[config.mk]
export PLATFORM = sky130hd
export DESIGN_NAME = msort_cell
export DESIGN_NICKNAME = d
export VERILOG_FILES = /design/src/hw/rtl/msort_pkg.sv /design/src/hw/rtl/msort_cell.sv
export SDC_FILE = /design/constraint.sdc
export NUM_CORES = 1
export LEC_CHECK = 0
export BUFFER_PORTS_ARGS = -buffer_cell sky130_fd_sc_hd__buf_2
export CAP_MARGIN = 20
export CORE_MARGIN = 1
export CORE_UTILIZATION = 41
export CTS_CLUSTER_DIAMETER = 100
export DETAILED_ROUTE_END_ITERATION = 8
export HOLD_SLACK_MARGIN = 0.03
export PLACE_DENSITY = 0.84
export SYNTH_ARGS = -nofsm -noshare
export SYNTH_HDL_FRONTEND = slang
export SYNTH_SLANG_ARGS = --single-unit
[constraint.sdc]
create_clock -name aclk -period 4.9 [get_ports aclk]
set_input_delay 0.735 -clock aclk [delete_from_list [all_inputs] [get_ports aclk]]
set_output_delay 0.735 -clock aclk [all_outputs]
set_load 0.01 [all_outputs]
[src/hw/rtl/msort_pkg.sv]
`timescale 1ns / 1ps

package msort_pkg;

    localparam int VALUE_BITS = 32;

    typedef logic signed [VALUE_BITS-1:0] value_t;

    typedef struct packed {
        logic signed [31:0] value;
        logic               last;
    } s_beat_t;

    typedef struct packed {
        logic signed [31:0] value_res;
        logic               last_res;
    } m_beat_t;

    // Per-cycle commands broadcast along the cell row
    typedef struct packed {
        logic load_en;   // insert the broadcast value into the sorted row
        logic shift_en;  // advance the row one place toward cell 0
    } msort_ctrl_t;

    typedef enum logic [1:0] {
        ST_LOAD  = 2'b01,
        ST_DRAIN = 2'b10
    } msort_state_t;

endpackage

[src/hw/rtl/msort_cell.sv]
`timescale 1ns / 1ps

module msort_cell (
    input  logic                  aclk,
    input  msort_pkg::msort_ctrl_t ctrl,
    input  logic                  occupied,
    input  msort_pkg::value_t     new_value,
    input  msort_pkg::value_t     left_value,
    input  logic                  left_place,
    input  msort_pkg::value_t     right_value,
    output msort_pkg::value_t     held_value,
    output logic                  place
);

    msort_pkg::value_t held_reg;
    msort_pkg::value_t held_next;

    // An empty cell counts as larger than anything, so the new value lands
    // after every stored value that is not greater (ties keep arrival order).
    assign place = !occupied || (held_reg > new_value);

    always_comb begin
        held_next = held_reg;
        if (ctrl.load_en) begin
            if (place) begin
                held_next = left_place ? left_value : new_value;
            end
        end else if (ctrl.shift_en) begin
            held_next = right_value;
        end
    end

    always_ff @(posedge aclk) begin
        held_reg <= held_next;
    end

    assign held_value = held_reg;

endmodule

Yosys cells after proc, flatten, opt, wreduce, memory -nomap -nowiden
Index checks and enable logic that the tools add are counted.
{"block": "classes", "addsub": 0, "n_mul": 0, "div_mod_pow": 0, "order_cmp": 1, "n_eq_ne": 1, "n_shift": 0, "n_mux": 4, "bitwise_logic": 0, "n_reduce_logical": 4}
{"operator": "32-bit 2-to-1 mux", "count": 4}
{"operator": "32-bit > comparator", "count": 1}
{"operator": "2-bit by 1-bit != test with 1-bit output (second input constant)", "count": 1}
{"operator": "2-bit AND reduction", "count": 1}
{"operator": "2-bit nonzero test", "count": 1}
{"operator": "1-bit zero test", "count": 1}
{"operator": "1-bit logical OR", "count": 1}
{"block": "word_totals", "regBits": 32, "latch_bits": 0, "ram_bits": 0, "rom_bits": 0, "in_bits": 101, "word_cells": 11, "memories": 0}

Depth between registers and ports, before layout
{"block": "depth", "depth_word": 4, "ltp_mapped": 8}

Least setup slack after synthesis
OpenSTA, ideal clock, no wires.
{"block": "synth_timing", "path_type": "input to register", "from": "input new_value[31]", "to": "register held_reg[0] (netlist: held_value[0]), enable pin", "setup_time_ps": 441, "t_arrival_ps": 3600, "t_required_ps": 4459, "slack_ps": 859, "path_stages": 8, "path_buffers": 0, "path_cell_list": "inv_1 -> ha_1 -> nand4_2 -> nor4_2 -> nand4_1 -> a31oi_1 -> o221ai_1 -> a31oi_1"}
{"block": "synth_via", "elab_chain_len": 4}
{"item": "start, declared", "line_no": "msort_cell.sv:7", "rtl": "input msort_pkg::value_t new_value,"}
{"item": "32-bit > comparator", "line_no": "msort_cell.sv:20", "rtl": "assign place = !occupied || (held_reg > new_value);"}
{"item": "1-bit logical OR", "line_no": "msort_cell.sv:20"}
{"item": "2-bit by 1-bit != test with 1-bit output (no line)"}
{"item": "2-bit AND reduction (no line)"}
{"item": "end signal, assigned", "line_no": "msort_cell.sv:34", "rtl": "held_reg <= held_next;"}
{"item": "end, declared", "line_no": "msort_cell.sv:15", "rtl": "msort_pkg::value_t held_reg;"}
No other way between the ends.
A chain may end at the register's enable or synchronous reset.

Worst setup path after layout
{"block": "layout_timing", "from": "input new_value[17]", "to": "output place"}
{"block": "layout_via", "elab_chain_len": 2}
{"item": "32-bit > comparator", "line_no": "msort_cell.sv:20"}
{"item": "1-bit logical OR", "line_no": "msort_cell.sv:20"}
{"item": "end, declared", "line_no": "msort_cell.sv:12", "rtl": "output logic place"}
No other way between the ends.

==> key figures <==
Routing
  – Remaining antenna violation count after routing: 0
  – DR pass1 iterations: 4
  – DRC errors left: 0
  – Routed via count: 2306
  – Routed len/inst: 13.7 um
  – Routed WL: 6250 um
  – Vias/cell: 5.05
  – DR iter-0 viols: 43

Layout
  – # diodes: 0
  – Final core occ: 58.2%
  – Commonest non-fill, non-tap cell in the layout: buf_2
  – Largest register FFs: 32
  – Multi-input gate area: 1350 um^2
  – Nets: 520
  – Fillers: 521
  – FF/Latch Area: 961 um^2
  – Final Non-Filler Cells: 457
  – Fin area: 3280 um^2
  – Most frequent cells in the layout: 133 x buf_2, 42 x a21oi_1, 36 x nor2_1
  – Area Growth Syn to Fin: 33.4%
  – Share of layout cells above drive strength 1: 37.7%

STA
  – Final Hold Fails: 0
  – Setup Skew: 0.00500 ns
  – Max Slew Vio Count: 0
  – Relative slew slack: 34.8%
  – Worst slew pin tran: 0.979 ns
  – FMAX: 303 MHz
  – Tcrit/Tclk final: 67.4%
  – Final setup fails: 0
  – Post-route setup TNS: 0 ns
  – RSZ-0062 raised after global routing: no
  – Setup ws final: 1.60 ns
  – Minimum clock period: 3.30 ns
  – Fin Hold WS: 0.774 ns

Power and ir drop
  – Leak Pwr: 1.72 nW
  – Maximum VDD drop: 0.000117 V
  – Comb power frac: 31.8%
  – Sw Share: 30.6%
  – Sw Pwr: 242 uW
  – PD cells: 241 nW/um^2
  – Clock share of power: 23.0%
  – Internal power: 548 uW
  – Seq pwr share: 45.1%
  – Design Power: 790 uW

Min path
  – Cells on Worst Hold Path: 3
  – Hold crit path type: in -> reg

Floorplanning
  – Area of the core: 5640 um^2
  – Die area: 6310 um^2
  – Die Y: 79.5 um
  – # rows: 27
  – Die Wd: 79.5 um
  – Starting Density: 43.6%
  – I/O pins: 134

Worst setup path
  – Nature of the critical path startpoint: input port
  – Worst path cell trace: buf_2 > inv_1 > ha_1 > a21o_1 > a221o_1 > a21oi_1 > o211ai_1 > o221ai_1 > nand2_1 > buf_2
  – Crit-path max FO: 2
  – Critical path required time: 4.16 ns
  – WP data arrival: 2.57 ns
  – Critical Path Sink Type: output port
  – Crit Path Class: in -> out
  – Most used cell, CP: buf_2
  – R2R cell count: 8
  – Critical Path Max Stage Delay: 0.33 ns
  – CP max stage cell: o221ai_1

Synthesis
  – Synth warnings: 0
  – Mapped Avg Cell Area: 9.61 um^2
  – #FFs+latches synth: 32
  – Synthesized instance count: 256
  – Syn nets: 389
  – Seq/Total Area, Yosys: 39.1%
  – Post-synth cell types: 27
  – Synth area leader: edfxtp_1
  – Top cells by area, synth: edfxtp_1 39%, ha_1 16%, mux2i_1 13%
  – Cell Area, Synth: 2460 um^2
  – Post-synth top area share: 39.1%

Clock tree
  – Num Clock Sinks: 32
  – Clock buffer depth: 2
  – # hold bufs at CTS: 0
  – TritonCTS clock tree: done
  – Worst-Skew Late Latency: 0.28 ns
  – Clk root buf: clkbuf_8
  – Post-CTS Resized: 0
  – Setup Buffers After CTS: 0
  – Clk slew on worst S/H paths: 0.06 ns
  – CTS buffer count: 5
  – H-tree lvl count: 2

Global route
  – First-pass GRT wire length: 9540 um
  – Gr usage total: 19.5%
  – Antenna violations before repair: 0
  – Gr ovfl total: 0
  – Vias in the first global route: 2245
  – Pin count of the biggest net entering global routing: 67

Place
  – PortBufs: 133
  – Dpl ws: 1.27 ns
  – Placed Area: 3190 um^2
  – Placed insts: 451
  – GP Congestion: 0.791
  – Post-DP HPWL: 4990 um

Status
  – Status: finished clean

Job
  – Max Cap Viol: 0
worst max-delay path: cells and delay by family:
family                     cells  cell delay, ns
AOI/OAI and AO/OA              5            1.16
adders and majority gates      1            0.30
buffers and inverters          3            0.28
and+or+nand+nor                1            0.09
path summary, 6_finish.rpt:
kind / startpoint / endpoint / slack (ns)
max: new_value[17] / place / 1.60
min: right_value[21] / held_value[21] / 0.77
max reg2reg: held_value[31] / held_value[18] / 2.23
min reg2reg: held_value[31] / held_value[27] / 1.21
cell usage after synthesis:
cell type and count:
clkbuf_1 8, a31oi_1 2, or2b_1 1, nand3_1 1, clkinv_1 1, o221ai_1 1
and2_0 1, a21o_1 5, o21ai_0 3, nand2_1 9, nand4_1 3, ha_1 32
nand4_4 1, nand3b_1 1, nor4_2 2, nand2b_1 2, o21ai_1 1, edfxtp_1 32
a221oi_1 2, a221o_1 1, buf_2 3, nand4_2 1, inv_1 32, o211ai_1 1
a21oi_1 42, mux2i_1 32, nor2_1 36
layout make-up:
type                       count  share of cell area (%)
multi-input combinational    180                    41.0
tap                           72                    2.74
timing repair buffer         135                    21.1
clock buffer                   5                    2.10
inverter                      33                    3.77
sequential                    32                    29.3
cell families (layout without fill, tap and decap cells):
kind of cell | after synthesis | in the layout | share of synthesized area [%]
multiplexers | 32 | 32 | 13.0
flip-flops | 32 | 32 | 39.1
AO/OA/AOI/OAI | 58 | 58 | 13.2
buffers and inverters | 44 | 173 | 6.87
adder cells (fa/ha/maj) | 32 | 32 | 16.3
AND/OR/NAND/NOR | 58 | 58 | 11.6
power groups by stage:
stage / logic (mW) / clock network [mW] / registers, mW
CTS: 0.250 / 0.187 / 0.357
detailed placement: 0.249 / 0 / 0.363
floorplan: 0.127 / 0 / 0.376
global route: 0.281 / 0.196 / 0.360
global placement: 0.239 / 0 / 0.361
finish: 0.251 / 0.182 / 0.356
routing by layer:
metal | wire length, um | part of all wire, % | track usage (%)
met2 | 3270 | 52 | 38.5
met1 | 2540 | 41 | 20.8
met5 | 0 | 0 | 0
met3 | 364 | 5.8 | 3.31
met4 | 72 | 1.2 | 5.45
(Power assumes the default switching activity.)
